File: config.mk
export PLATFORM = sky130hd
export DESIGN_NAME = paged_memory_mapper_io_ports
export DESIGN_NICKNAME = d
export VERILOG_FILES = /design/src/sv/pmm_pkg.sv /design/src/sv/paged_memory_mapper_io_ports.sv
export SDC_FILE = /design/constraint.sdc
export NUM_CORES = 1
export LEC_CHECK = 0
export ABC_CLOCK_PERIOD_IN_PS = 8100
export BUFFER_PORTS_ARGS = -buffer_cell sky130_fd_sc_hd__buf_2
export CELL_PAD_IN_SITES_DETAIL_PLACEMENT = 0
export CELL_PAD_IN_SITES_GLOBAL_PLACEMENT = 2
export CORE_UTILIZATION = 48
export CTS_CLUSTER_DIAMETER = 80
export CTS_CLUSTER_SIZE = 20
export DETAILED_ROUTE_END_ITERATION = 12
export PLACE_DENSITY_LB_ADDON = 0.1
export SLEW_MARGIN = 20
export SYNTH_ARGS = -nofsm -noshare
export SYNTH_HDL_FRONTEND = slang
export SYNTH_SLANG_ARGS = --single-unit
File: constraint.sdc
create_clock -name clk -period 8.1 [get_ports clk]
set_input_delay 0.81 -clock clk [delete_from_list [all_inputs] [get_ports clk]]
set_output_delay 0.81 -clock clk [all_outputs]
set_load 0.02 [all_outputs]
File: src/sv/pmm_pkg.sv
// ----------------------------------------------------------------------------
// pmm_pkg
// Types, port codes and tables for the paged memory mapper and I/O ports.
// ----------------------------------------------------------------------------
package pmm_pkg;

  // Bus cycle kinds; codes five to seven are unused and change no register
  typedef enum logic [2:0] {
    KIND_MEM_RD = 3'd0,
    KIND_MEM_WR = 3'd1,
    KIND_IO_RD  = 3'd2,
    KIND_IO_WR  = 3'd3,
    KIND_TICK   = 3'd4
  } kind_t;

  // Target devices of a memory access
  typedef enum logic [2:0] {
    TGT_NONE = 3'd0,
    TGT_URAM = 3'd1,
    TGT_VRAM = 3'd2,
    TGT_SROM = 3'd3,
    TGT_XROM = 3'd4,
    TGT_CART = 3'd5
  } target_t;

  // Geometry and defaults
  localparam int KEY_ROWS           = 10;
  localparam int CRTC_REG_COUNT_DEF = 18;
  localparam int CRTC_SEL_W         = 5;
  localparam int CRTC_WR_LIMIT      = 16;
  localparam int CRTC_RD_LOW        = 12;
  localparam int CRTC_RD_HIGH       = 17;

  // Physical bases of user RAM windows
  localparam logic [15:0] URAM_BASE_1 = 16'h4000;
  localparam logic [15:0] URAM_BASE_2 = 16'h8000;
  localparam logic [15:0] URAM_BASE_3 = 16'hC000;

  // I/O port codes (low byte of the address)
  localparam logic [7:0] PORT_BORDER    = 8'h00;
  localparam logic [7:0] PORT_PAGING    = 8'h02;
  localparam logic [7:0] PORT_KEY_ROW   = 8'h03;
  localparam logic [7:0] PORT_IRQ_EN    = 8'h05;
  localparam logic [7:0] PORT_MODE      = 8'h06;
  localparam logic [7:0] PORT_IRQ_ACK   = 8'h07;
  localparam logic [7:0] PORT_VBANK_0   = 8'h0C;
  localparam logic [7:0] PORT_VBANK_1   = 8'h0D;
  localparam logic [7:0] PORT_VBANK_2   = 8'h0E;
  localparam logic [7:0] PORT_VBANK_3   = 8'h0F;
  localparam logic [7:0] PORT_KBD_0     = 8'h58;
  localparam logic [7:0] PORT_KBD_1     = 8'h5C;
  localparam logic [7:0] PORT_IRQ_ST_0  = 8'h59;
  localparam logic [7:0] PORT_IRQ_ST_1  = 8'h5D;
  localparam logic [7:0] PORT_CRTC_SEL  = 8'h70;
  localparam logic [7:0] PORT_CRTC_DATA = 8'h71;
  localparam logic [3:0] PORT_HI_PAL    = 4'h6;
  localparam logic [3:0] PORT_HI_CRTC   = 4'h7;

  // Read-back bytes
  localparam logic [7:0] IO_IDLE    = 8'hFF;
  localparam logic [7:0] IRQ_ST_SET = 8'hEF;

  // Result of one item held between the front stage and the output register
  typedef struct packed {
    target_t     target;
    logic [15:0] mem_offset;
    logic        mem_write;
    logic [7:0]  io_data;
    logic        use_crtc;
    logic        irq_active;
    logic [3:0]  key_row;
  } stage_t;

  // Colour index from bits 0, 2, 4 and 6 of a byte
  function automatic logic [3:0] colour_index(input logic [7:0] c);
    return {c[6], c[4], c[2], c[0]};
  endfunction

  // Write masks of the CRTC registers
  function automatic logic [7:0] crtc_mask(input logic [3:0] idx);
    logic [7:0] m;
    case (idx)
      4'd4, 4'd6, 4'd7, 4'd10: m = 8'h7F;
      4'd5, 4'd9, 4'd11:       m = 8'h1F;
      4'd12, 4'd14:            m = 8'h3F;
      default:                 m = 8'hFF;
    endcase
    return m;
  endfunction

endpackage

File: src/sv/paged_memory_mapper_io_ports.sv
// ----------------------------------------------------------------------------
// paged_memory_mapper_io_ports
// System controller: maps CPU memory accesses through the paging port,
// decodes I/O reads and writes, keeps the interrupt flag and the CRTC file.
// ----------------------------------------------------------------------------
//
//  channel | signals                                         | direction
//  --------+-------------------------------------------------+----------
//  in      | in_valid, in_stall, kind, address, data,        | to block
//          | keyboard_data                                   |
//  out     | out_valid, out_stall, target, mem_offset,       | from block
//          | mem_write, io_data, irq_active, key_row_out     |
//
//  One item per cycle is accepted while in_stall is low; each result passes
//  the front stage, which registers the CRTC read, then the output register.
//  Controller registers update at acceptance; the CRTC memory is written at
//  acceptance and read in the same edge, so items in flight never collide.
//  Reset clears the controller registers, valid flags and CRTC valid bits.
//  A stall on the output holds the output register, then the front stage,
//  then the input.
module paged_memory_mapper_io_ports #(
  parameter int CRTC_REG_COUNT = pmm_pkg::CRTC_REG_COUNT_DEF
) (
  input  logic        clk,
  input  logic        rst,
  input  logic        in_valid,
  output logic        in_stall,
  input  logic [2:0]  kind,
  input  logic [15:0] address,
  input  logic [7:0]  data,
  input  logic [7:0]  keyboard_data,
  output logic        out_valid,
  input  logic        out_stall,
  output logic [2:0]  target,
  output logic [15:0] mem_offset,
  output logic        mem_write,
  output logic [7:0]  io_data,
  output logic        irq_active,
  output logic [3:0]  key_row_out
);

  localparam int IDX_W = $clog2(CRTC_REG_COUNT);

  // Controller registers
  logic [7:0] paging_byte, paging_byte_next;
  logic [1:0] cpu_video_bank, cpu_video_bank_next;
  logic [1:0] crtc_video_bank, crtc_video_bank_next;
  logic [3:0] key_row, key_row_next;
  logic [1:0] display_mode, display_mode_next;
  logic       irq_flag, irq_flag_next;
  logic       tick_irq_enable, tick_irq_enable_next;
  logic [3:0] border_index, border_index_next;
  logic [3:0] palette_indices [4];
  logic [3:0] palette_next;
  logic       palette_we;
  logic [pmm_pkg::CRTC_SEL_W-1:0] crtc_select, crtc_select_next;

  // CRTC register memory
  logic [7:0]                crtc_file [CRTC_REG_COUNT];
  logic [CRTC_REG_COUNT-1:0] crtc_written;
  logic [7:0]                crtc_rdata;
  logic                      crtc_rvalid;
  logic                      crtc_we;
  logic                      crtc_re;
  logic [7:0]                crtc_wdata;
  logic [IDX_W-1:0]          crtc_idx;

  // Pipeline
  logic            accept;
  logic            s1_valid;
  logic            s1_adv;
  pmm_pkg::stage_t s1, s1_next;
  pmm_pkg::target_t map_tgt;
  logic [15:0]     map_ofs;
  logic [13:0]     off;
  logic [7:0]      port;
  logic [7:0]      io_out;

  assign s1_adv   = !out_valid || !out_stall;
  assign in_stall = s1_valid && !s1_adv;
  assign accept   = in_valid && !in_stall;

  assign off      = address[13:0];
  assign port     = address[7:0];
  assign crtc_idx = crtc_select[IDX_W-1:0];

  // Map the address through the page selects
  always_comb begin
    map_tgt = pmm_pkg::TGT_NONE;
    map_ofs = {2'b00, off};
    unique case (address[15:14])
      2'd0: begin
        unique case (paging_byte[4:3])
          2'd0: map_tgt = pmm_pkg::TGT_SROM;
          2'd1: map_tgt = pmm_pkg::TGT_CART;
          2'd2: map_tgt = pmm_pkg::TGT_URAM;
          default: begin
            map_tgt = pmm_pkg::TGT_URAM;
            map_ofs = pmm_pkg::URAM_BASE_3 | {2'b00, off};
          end
        endcase
      end
      2'd1: begin
        if (paging_byte[2]) begin
          map_tgt = pmm_pkg::TGT_VRAM;
          map_ofs = {cpu_video_bank, off};
        end else begin
          map_tgt = pmm_pkg::TGT_URAM;
          map_ofs = pmm_pkg::URAM_BASE_1 | {2'b00, off};
        end
      end
      2'd2: begin
        if (paging_byte[5]) begin
          map_tgt = pmm_pkg::TGT_URAM;
          map_ofs = pmm_pkg::URAM_BASE_2 | {2'b00, off};
        end else begin
          map_tgt = pmm_pkg::TGT_VRAM;
          map_ofs = {cpu_video_bank, off};
        end
      end
      default: begin
        unique case (paging_byte[7:6])
          2'd0: map_tgt = pmm_pkg::TGT_CART;
          2'd1: map_tgt = pmm_pkg::TGT_SROM;
          2'd2: begin
            map_tgt = pmm_pkg::TGT_URAM;
            map_ofs = pmm_pkg::URAM_BASE_3 | {2'b00, off};
          end
          default: map_tgt = pmm_pkg::TGT_XROM;
        endcase
      end
    endcase
  end

  // Decode the item: result fields and next register values
  always_comb begin
    paging_byte_next     = paging_byte;
    cpu_video_bank_next  = cpu_video_bank;
    crtc_video_bank_next = crtc_video_bank;
    key_row_next         = key_row;
    display_mode_next    = display_mode;
    irq_flag_next        = irq_flag;
    tick_irq_enable_next = tick_irq_enable;
    border_index_next    = border_index;
    crtc_select_next     = crtc_select;
    palette_we           = 1'b0;
    palette_next         = pmm_pkg::colour_index(data);
    crtc_we              = 1'b0;
    crtc_wdata           = data & pmm_pkg::crtc_mask(crtc_select[3:0]);

    s1_next.target     = pmm_pkg::TGT_NONE;
    s1_next.mem_offset = '0;
    s1_next.mem_write  = 1'b0;
    s1_next.io_data    = pmm_pkg::IO_IDLE;
    s1_next.use_crtc   = 1'b0;

    case (kind)
      pmm_pkg::KIND_MEM_RD: begin
        s1_next.target     = map_tgt;
        s1_next.mem_offset = map_ofs;
      end
      pmm_pkg::KIND_MEM_WR: begin
        s1_next.target     = map_tgt;
        s1_next.mem_offset = map_ofs;
        s1_next.mem_write  = (map_tgt != pmm_pkg::TGT_SROM) &&
                             (map_tgt != pmm_pkg::TGT_XROM);
      end
      pmm_pkg::KIND_IO_RD: begin
        unique case (port) inside
          pmm_pkg::PORT_KBD_0, pmm_pkg::PORT_KBD_1: begin
            if ({1'b0, key_row} < 5'(pmm_pkg::KEY_ROWS)) begin
              s1_next.io_data = keyboard_data;
            end
          end
          pmm_pkg::PORT_IRQ_ST_0, pmm_pkg::PORT_IRQ_ST_1: begin
            s1_next.io_data = irq_flag ? pmm_pkg::IRQ_ST_SET : pmm_pkg::IO_IDLE;
          end
          pmm_pkg::PORT_CRTC_SEL: begin
            s1_next.io_data = {3'b000, crtc_select};
          end
          pmm_pkg::PORT_CRTC_DATA: begin
            s1_next.use_crtc =
              ({1'b0, crtc_select} >= 6'(pmm_pkg::CRTC_RD_LOW)) &&
              ({1'b0, crtc_select} <= 6'(pmm_pkg::CRTC_RD_HIGH)) &&
              ({1'b0, crtc_select} < 6'(CRTC_REG_COUNT));
          end
          default: ;
        endcase
      end
      pmm_pkg::KIND_IO_WR: begin
        if (port[7:4] == pmm_pkg::PORT_HI_PAL) begin
          palette_we = 1'b1;
        end else if (port[7:4] == pmm_pkg::PORT_HI_CRTC) begin
          if (!port[0]) begin
            crtc_select_next = data[pmm_pkg::CRTC_SEL_W-1:0];
          end else begin
            crtc_we = ({1'b0, crtc_select} < 6'(pmm_pkg::CRTC_WR_LIMIT)) &&
                      ({1'b0, crtc_select} < 6'(CRTC_REG_COUNT));
          end
        end else begin
          unique case (port) inside
            pmm_pkg::PORT_BORDER:  border_index_next = pmm_pkg::colour_index({1'b0, data[7:1]});
            pmm_pkg::PORT_PAGING:  paging_byte_next = data;
            pmm_pkg::PORT_KEY_ROW: key_row_next = data[3:0];
            pmm_pkg::PORT_IRQ_EN:  tick_irq_enable_next = data[4];
            pmm_pkg::PORT_MODE:    display_mode_next = (data[1:0] == 2'd3) ? 2'd2 : data[1:0];
            pmm_pkg::PORT_IRQ_ACK: irq_flag_next = 1'b0;
            pmm_pkg::PORT_VBANK_0, pmm_pkg::PORT_VBANK_1,
            pmm_pkg::PORT_VBANK_2, pmm_pkg::PORT_VBANK_3: begin
              crtc_video_bank_next = data[5:4];
              cpu_video_bank_next  = data[1:0];
            end
            default: ;
          endcase
        end
      end
      pmm_pkg::KIND_TICK: begin
        if (tick_irq_enable) begin
          irq_flag_next = 1'b1;
        end
      end
      default: ;
    endcase

    crtc_re            = s1_next.use_crtc;
    s1_next.irq_active = irq_flag_next;
    s1_next.key_row    = key_row_next;
  end

  // Hold controller registers; update on each accepted item
  always_ff @(posedge clk) begin
    if (rst) begin
      paging_byte     <= '0;
      cpu_video_bank  <= '0;
      crtc_video_bank <= '0;
      key_row         <= '0;
      display_mode    <= '0;
      irq_flag        <= 1'b0;
      tick_irq_enable <= 1'b0;
      border_index    <= '0;
      crtc_select     <= '0;
      for (int i = 0; i < 4; i++) begin
        palette_indices[i] <= '0;
      end
    end else if (accept) begin
      paging_byte     <= paging_byte_next;
      cpu_video_bank  <= cpu_video_bank_next;
      crtc_video_bank <= crtc_video_bank_next;
      key_row         <= key_row_next;
      display_mode    <= display_mode_next;
      irq_flag        <= irq_flag_next;
      tick_irq_enable <= tick_irq_enable_next;
      border_index    <= border_index_next;
      crtc_select     <= crtc_select_next;
      if (palette_we) begin
        palette_indices[port[1:0]] <= palette_next;
      end
    end
  end

  // CRTC memory: write and registered read on acceptance
  always_ff @(posedge clk) begin
    if (accept && crtc_we) begin
      crtc_file[crtc_idx] <= crtc_wdata;
    end
    if (accept && crtc_re) begin
      crtc_rdata  <= crtc_file[crtc_idx];
      crtc_rvalid <= crtc_written[crtc_idx];
    end
  end

  // Mark CRTC entries once written; unwritten entries read as zero
  always_ff @(posedge clk) begin
    if (rst) begin
      crtc_written <= '0;
    end else if (accept && crtc_we) begin
      crtc_written[crtc_idx] <= 1'b1;
    end
  end

  // Advance the front stage; fill it whenever an item is taken
  always_ff @(posedge clk) begin
    if (rst) begin
      s1_valid <= 1'b0;
    end else if (accept) begin
      s1_valid <= 1'b1;
    end else if (s1_adv) begin
      s1_valid <= 1'b0;
    end
  end

  always_ff @(posedge clk) begin
    if (accept) begin
      s1 <= s1_next;
    end
  end

  // Merge the CRTC read data into the result
  assign io_out = s1.use_crtc ? (crtc_rvalid ? crtc_rdata : 8'h00) : s1.io_data;

  // Output register
  always_ff @(posedge clk) begin
    if (rst) begin
      out_valid <= 1'b0;
    end else if (s1_adv) begin
      out_valid <= s1_valid;
    end
  end

  always_ff @(posedge clk) begin
    if (s1_adv && s1_valid) begin
      target      <= s1.target;
      mem_offset  <= s1.mem_offset;
      mem_write   <= s1.mem_write;
      io_data     <= io_out;
      irq_active  <= s1.irq_active;
      key_row_out <= s1.key_row;
    end
  end

endmodule

==> qor.csv, run 1 <==
metric;value;unit
core box area;21200;um2
clock latency on the worst-skew pair;0.51;ns
max-cap violations;0;
antenna viol nets, final;0;
Max Fclk;328;MHz
status;finished clean;
Crit Path Category;in2reg;
top cell type's share of synthesized area;0.631;
drc violations;0;
hold_buf cts;0;
layout cell share with drive strength beyond 1;0.229;
minimum clock period;3.05;ns
vias in the first global route;5473;
Least-Margin Pin Slew;0.995;ns
# rows;53;
post-synth cell types;50;
Tcrit/Tclk final;0.377;
GRT busiest layer;met2;
num ports;74;
vias per inst;5.54;
global routing met1 resource utilization;0.270;
Warnings, synthesis;0;
P per Cell Area;208;nW/um2
class of the worst hold path;reg2reg;
n_diodes;0;
die area;22400;um2
met2 usage;0.319;
Starting Density;0.494;
total power draw;2.43;mW
gr ovfl total;0;
slowest stage delay, CP;0.85;ns
DP Wirelength;14000;um
crit-path cells;buf_2, nand4b_4, or4_1, nor2_1, nand2_1, nor3_1;
critical path required time;8.23;ns
Seq/Total Area, Yosys;0.711;
Die Y;150;um
DRT Wirelength;21100;um
crit path launch type;input pin;
Synth Flop Type;edfxtp_1;
Leak;3.96;nW
Yosys top cell by area;edfxtp_1;
DP Worst Slack;4.50;ns
largest net degree at the start of global routing;52;
peak supply drop;0.000210;V
Layout area overhead;12.0;%
first-pass GRT wire length;31900;um
Worst Skew;0.0332;ns
setup TNS;0;ns
post-CTS setup buffer count;0;
commonest non-fill, non-tap cell in the layout;edfxtp_1;
Fin. Hold Viols;0;
total CTS buffers;17;
crit path max fanout;8;
mean routed wirelength per cell;20.9;um
critical path arrival;3.18;ns
H-Tree Depth;1;
post_cts resized;0;
count of state elements after synthesis;262;
Iter 0 DRT Violations;378;
Syn Area/Cell;16.3;um2
Critical Path End Type;flip-flop;
CTS root buffer;clkbuf_16;
final setup vio count;0;
Post-synth ARST share;0;
Clock Path Buffers;3;
most frequent cells in the layout;edfxtp_1, buf_2, nor2_1;
Reg clk slew, reported paths;0.08;ns
Slew headroom;0.331;
setup ws final;5.05;ns
slowest stage cell, crit path;or4_1;
DIE WIDTH;150;um
PortBufs;73;
clk sinks;262;
CTS tree;built;
grt met3 use;0.0299;
vias after detailed routing;5603;
Post-synth EDFFs;220;
initial antenna violation count;0;
Slew Viols, Final;0;
Global Route Usage Sum;0.193;
router iterations before antenna repair;5;
Mapped Cells;643;
GPL Wtd Cong;0.784;
Area contributors post-synth;edfxtp_1, dfxtp_1, mux4_2;
Total Nets Final;769;
Synth Cell Area;10500;um2
RSZ-0062 raised after global routing;no;
## critical path: cells and delay by family
kind | cells | cell delay, ns
AND/OR/NAND/NOR | 5 | 2.25
buffers and inverters | 1 | 0.12
## per-stage QoR
step,hold slack [ns],instance area [um2],std cells,utilization
after floorplan,0.400,10500,658,-
after global placement,0.401,11200,981,0.526
after detailed placement,0.405,11200,981,0.526
after CTS,0.425,11700,1011,0.551
after global routing,0.434,11700,1012,0.553
final,0.424,11700,1012,0.553
## synth_stat cells (14+ instances only)
library cell	number
a21oi_1	19
mux2_2	14
mux2i_1	35
nand2_1	32
o21ai_0	20
inv_1	15
clkbuf_1	17
dfxtp_1	42
and2_1	21
edfxtp_1	220
mux4_2	36
nor2_1	58
## worst paths after layout
kind	slack, ns	depth (start not counted)	endpoint	startpoint
hold reg to reg	0.42	0	key_row_out[0]$_DFFE_PP_	s1[0]$_DFFE_PN_
hold / removal	0.42	0	key_row_out[0]$_DFFE_PP_	s1[0]$_DFFE_PN_
setup reg to reg	5.17	6	crtc_file[6][6]$_DFFE_PP_	out_valid$_SDFFE_PP0P_
setup / recovery	5.05	6	crtc_file[6][6]$_DFFE_PP_	address[7]
## cell type report
class | instances | area, um2
fill | 1712 | 9490
sequential | 262 | 7450
timing repair buffer | 78 | 423
inverter | 16 | 60.1
clock buffer | 26 | 459
clock inverter | 4 | 58.8
multi-input combinational | 351 | 2940
tap | 275 | 344
## report_power, final
| part | leakage, nW | switching (mW) | internal, mW |
|---|---|---|---|
| Clock | 0.247 | 0.432 | 0.432 |
| Sequential | 2.37 | 0.00639 | 1.48 |
| Combinational | 1.34 | 0.0603 | 0.0234 |
## flip-flops by register name (all words and copies together) (netlist names), 2 cells and up, named ones only
signal / flops
io_data: 8
key_row_out: 4
key_row: 4
crtc_file: 144
s1: 34
target: 3
mem_offset: 16
crtc_written: 18
paging_byte: 6
crtc_rdata: 8
crtc_idx: 5
cpu_video_bank: 2
## kinds of logic (layout without fill, tap and decap cells)
kind of cell	Yosys count	in the layout	share of synthesized area
AOI/OAI and AO/OA	63	63	0.0373
DFF	262	262	0.711
adders and majority gates	4	4	0.00478
buffers and inverters	45	124	0.0177
and+or+nand+nor	183	183	0.103
muxes	85	85	0.126
other	1	16	0.000358
## metal layers
| metal | routed length [um] | vias to the layer above |
|---|---|---|
| li1 | - | 2621 |
| met5 | 0 | - |
| met3 | 1020 | 18 |
| met4 | 259 | 0 |
| met2 | 10400 | 128 |
| met1 | 9410 | 2836 |
(Power assumes the default switching activity.)
==> run 2: changes to the inputs <==
--- a/config.mk
+++ b/config.mk
@@ -5,11 +5,11 @@
 export SDC_FILE = /design/constraint.sdc
 export NUM_CORES = 1
 export LEC_CHECK = 0
-export ABC_CLOCK_PERIOD_IN_PS = 8100
+export ABC_CLOCK_PERIOD_IN_PS = 3090
 export BUFFER_PORTS_ARGS = -buffer_cell sky130_fd_sc_hd__buf_2
 export CELL_PAD_IN_SITES_DETAIL_PLACEMENT = 0
 export CELL_PAD_IN_SITES_GLOBAL_PLACEMENT = 2
-export CORE_UTILIZATION = 48
+export CORE_UTILIZATION = 44
 export CTS_CLUSTER_DIAMETER = 80
 export CTS_CLUSTER_SIZE = 20
 export DETAILED_ROUTE_END_ITERATION = 12
==> constraint.sdc (replaced) <==
create_clock -name clk -period 3.09 [get_ports clk]
set_input_delay 0.309 -clock clk [delete_from_list [all_inputs] [get_ports clk]]
set_output_delay 0.309 -clock clk [all_outputs]
set_load 0.02 [all_outputs]
==> run 2 against run 1 <==
  * Die area grew 9.0%
  * Clock power increased to 2.5 times the previous value
  * Count of clock-buffer cells in the layout rose by 1
  * Global-route usage hardly changed
  * Non-clock buffer count is 27 higher
  * Worst hold slack worse by 0.34 ns
  * Flip-flop and latch count unchanged
  * First-iteration DRC count is 5.6% higher
  * Power grew to 2.6 times the previous value
  * Largest cell class unchanged
  * Combinational power rose to 2.7 times the previous value
  * Sequential share of layout area decreased by 1.2 points
==> qor.csv, run 2 (synthesis gave the netlist of run 1 again) <==
metric;value;unit;change
status;finished clean;;
Design Area, Final;12000;um2;+1.9%
RSZ-0062 raised after global routing;no;;
PortBufs;73;;unchanged
Crit Path Category;reg2reg;;
CTS root buffer;clkbuf_16;;
reg-to-reg startpoint;crtc_idx[1]$_SDFFE_PP0N_;;
Die Y;156;um;+4.4%
core box area;23400;um2;+10%
P per Cell Area;528;nW/um2;+150%
DIE WIDTH;156;um;+4.4%
most frequent cells in the layout;edfxtp_1, buf_2, nor2_1;;
critical path required time;3.32;ns;-4.91 ns
setup TNS;0;ns;unchanged
# rows;56;;+5.7%
Worst R2R End;crtc_rdata[4]$_DFFE_PP_;;
Iter 0 DRT Violations;399;;+5.6%
biggest regs;crtc_file: 144 flops, s1: 34 flops, crtc_written: 18 flops;;
Top reg by flops;crtc_file;;
Tcrit/Tclk final;0.824;;
minimum clock period;2.55;ns;
final setup vio count;0;;unchanged
crit path max fanout;37;;+29
total CTS buffers;17;;unchanged
Worst Skew;0.0188;ns;-0.0144 ns
Max Fclk;393;MHz;
DP Wirelength;15100;um;+7.8%
Global Route Usage Sum;0.192;;-0.000464
CTS tree;built;;
H-Tree Depth;1;;unchanged
vias per inst;5.33;;-3.7%
Reg clk slew, reported paths;0.08;ns;about the same
hold_buf cts;0;;unchanged
antenna viol nets, final;0;;unchanged
n_diodes;0;;unchanged
class of the worst hold path;in2reg;;
vias in the first global route;5667;;+3.5%
gr ovfl total;0;;unchanged
clock latency on the worst-skew pair;0.50;ns;about the same
Reg2Reg Depth;4;;-2
drc violations;0;;unchanged
Leak;4.08;nW;+3.3%
dpl cell area;11400;um2;+2.3%
final core utilization;0.511;;-0.0423
Clock Path Buffers;3;;unchanged
router iterations before antenna repair;5;;unchanged
max-cap violations;0;;unchanged
DP Worst Slack;0.586;ns;-3.92 ns
crit path launch type;flip-flop;;
Total Nets Final;796;;+3.5%
Critical Path End Type;flip-flop;;
total power draw;6.32;mW;+160%
Slew headroom;0.296;;-0.0350
hold_sp;data[6];;
first-pass GRT wire length;34500;um;+8.2%
Fin. Hold Viols;0;;unchanged
max FFs per register;144;;unchanged
largest net degree at the start of global routing;47;;-9.6%
GPL Wtd Cong;0.761;;-3.0%
setup ws final;0.544;ns;-4.50 ns
peak supply drop;0.000359;V;+71%
Least-Margin Pin Slew;1.06;ns;+0.0601 ns
DRT Wirelength;22800;um;+8.1%
post_cts resized;0;;unchanged
critical path arrival;2.77;ns;-0.41 ns
num ports;74;;unchanged
worst hold slack;0.0876;ns;-0.336 ns
mean routed wirelength per cell;21.1;um;+1.0%
die area;24400;um2;+9.0%
clk sinks;262;;unchanged
Fillers;2043;;+19%
dpl cells;1052;;+7.2%
r2r setup slk;0.54;ns;-4.63 ns
layout cell share with drive strength beyond 1;0.254;;+0.0246
post-route insts no fill;1083;;+7.0%
Starting Density;0.448;;-0.0460
Layout area overhead;14.1;%;
initial antenna violation count;0;;unchanged
post-CTS setup buffer count;0;;unchanged
commonest non-fill, non-tap cell in the layout;edfxtp_1;;
hold path depth;3;;+3
vias after detailed routing;5772;;+3.0%
Worst Hold Endpoint;paging_byte[6]$_SDFFE_PP0P_;;
Slew Viols, Final;0;;unchanged
run 2: cell types whose count changed in the layout (fill, tap and decap cells not counted), sizes merged:
cell,previous run,this run
inv,17,18
buf,78,105
bufinv,1,0
clkinv,2,1
clkbuf,26,27
run 2: metal layers:
metal	GRT usage	wire length [um]	vias up
li1	-	-	2671
met1	0.286	10900	2932
met2	0.305	10700	146
met3	0.0246	949	23
met4	0.0373	270	0
met5	0	0	-
run 2: how the worst max path moves through the flow:
stage	startpoint	end
6_report	crtc_idx[1]$_SDFFE_PP0N_	crtc_rdata[4]$_DFFE_PP_
2_1_floorplan	out_valid$_SDFFE_PP0P_	crtc_file[6][0]$_DFFE_PP_
3_5_place_dp	crtc_idx[1]$_SDFFE_PP0N_	crtc_rdata[4]$_DFFE_PP_
5_1_grt	crtc_idx[1]$_SDFFE_PP0N_	crtc_rdata[4]$_DFFE_PP_
4_1_cts	crtc_idx[1]$_SDFFE_PP0N_	crtc_rdata[4]$_DFFE_PP_
3_3_place_gp	address[7]	crtc_file[12][7]$_DFFE_PP_
run 2: worst max-delay path: stages (launching register included):
cell and delay (ns):
dfxtp_2 1.03, buf_4 0.34, mux4_2 0.35, mux2i_1 0.38, o221ai_1 0.16
run 2: power by group:
group / switching, mW / internal [mW] / total (mW)
registers: 0.0158 / 3.88 / 3.90
clock network: 1.14 / 1.06 / 2.19
logic: 0.163 / 0.0634 / 0.226
total: 1.31 / 5.00 / 6.32
run 2: final cells by class:
| type | count | area, um2 | area share |
|---|---|---|---|
| Clock buffer | 27 | 463 | 0.0387 |
| Multi-Input combinational cell | 351 | 2920 | 0.244 |
| Inverter | 16 | 60.1 | 0.00503 |
| Tap cell | 319 | 399 | 0.0334 |
| Sequential cell | 262 | 7450 | 0.624 |
| Clock inverter | 3 | 33.8 | 0.00283 |
| Timing Repair Buffer | 105 | 626 | 0.0524 |
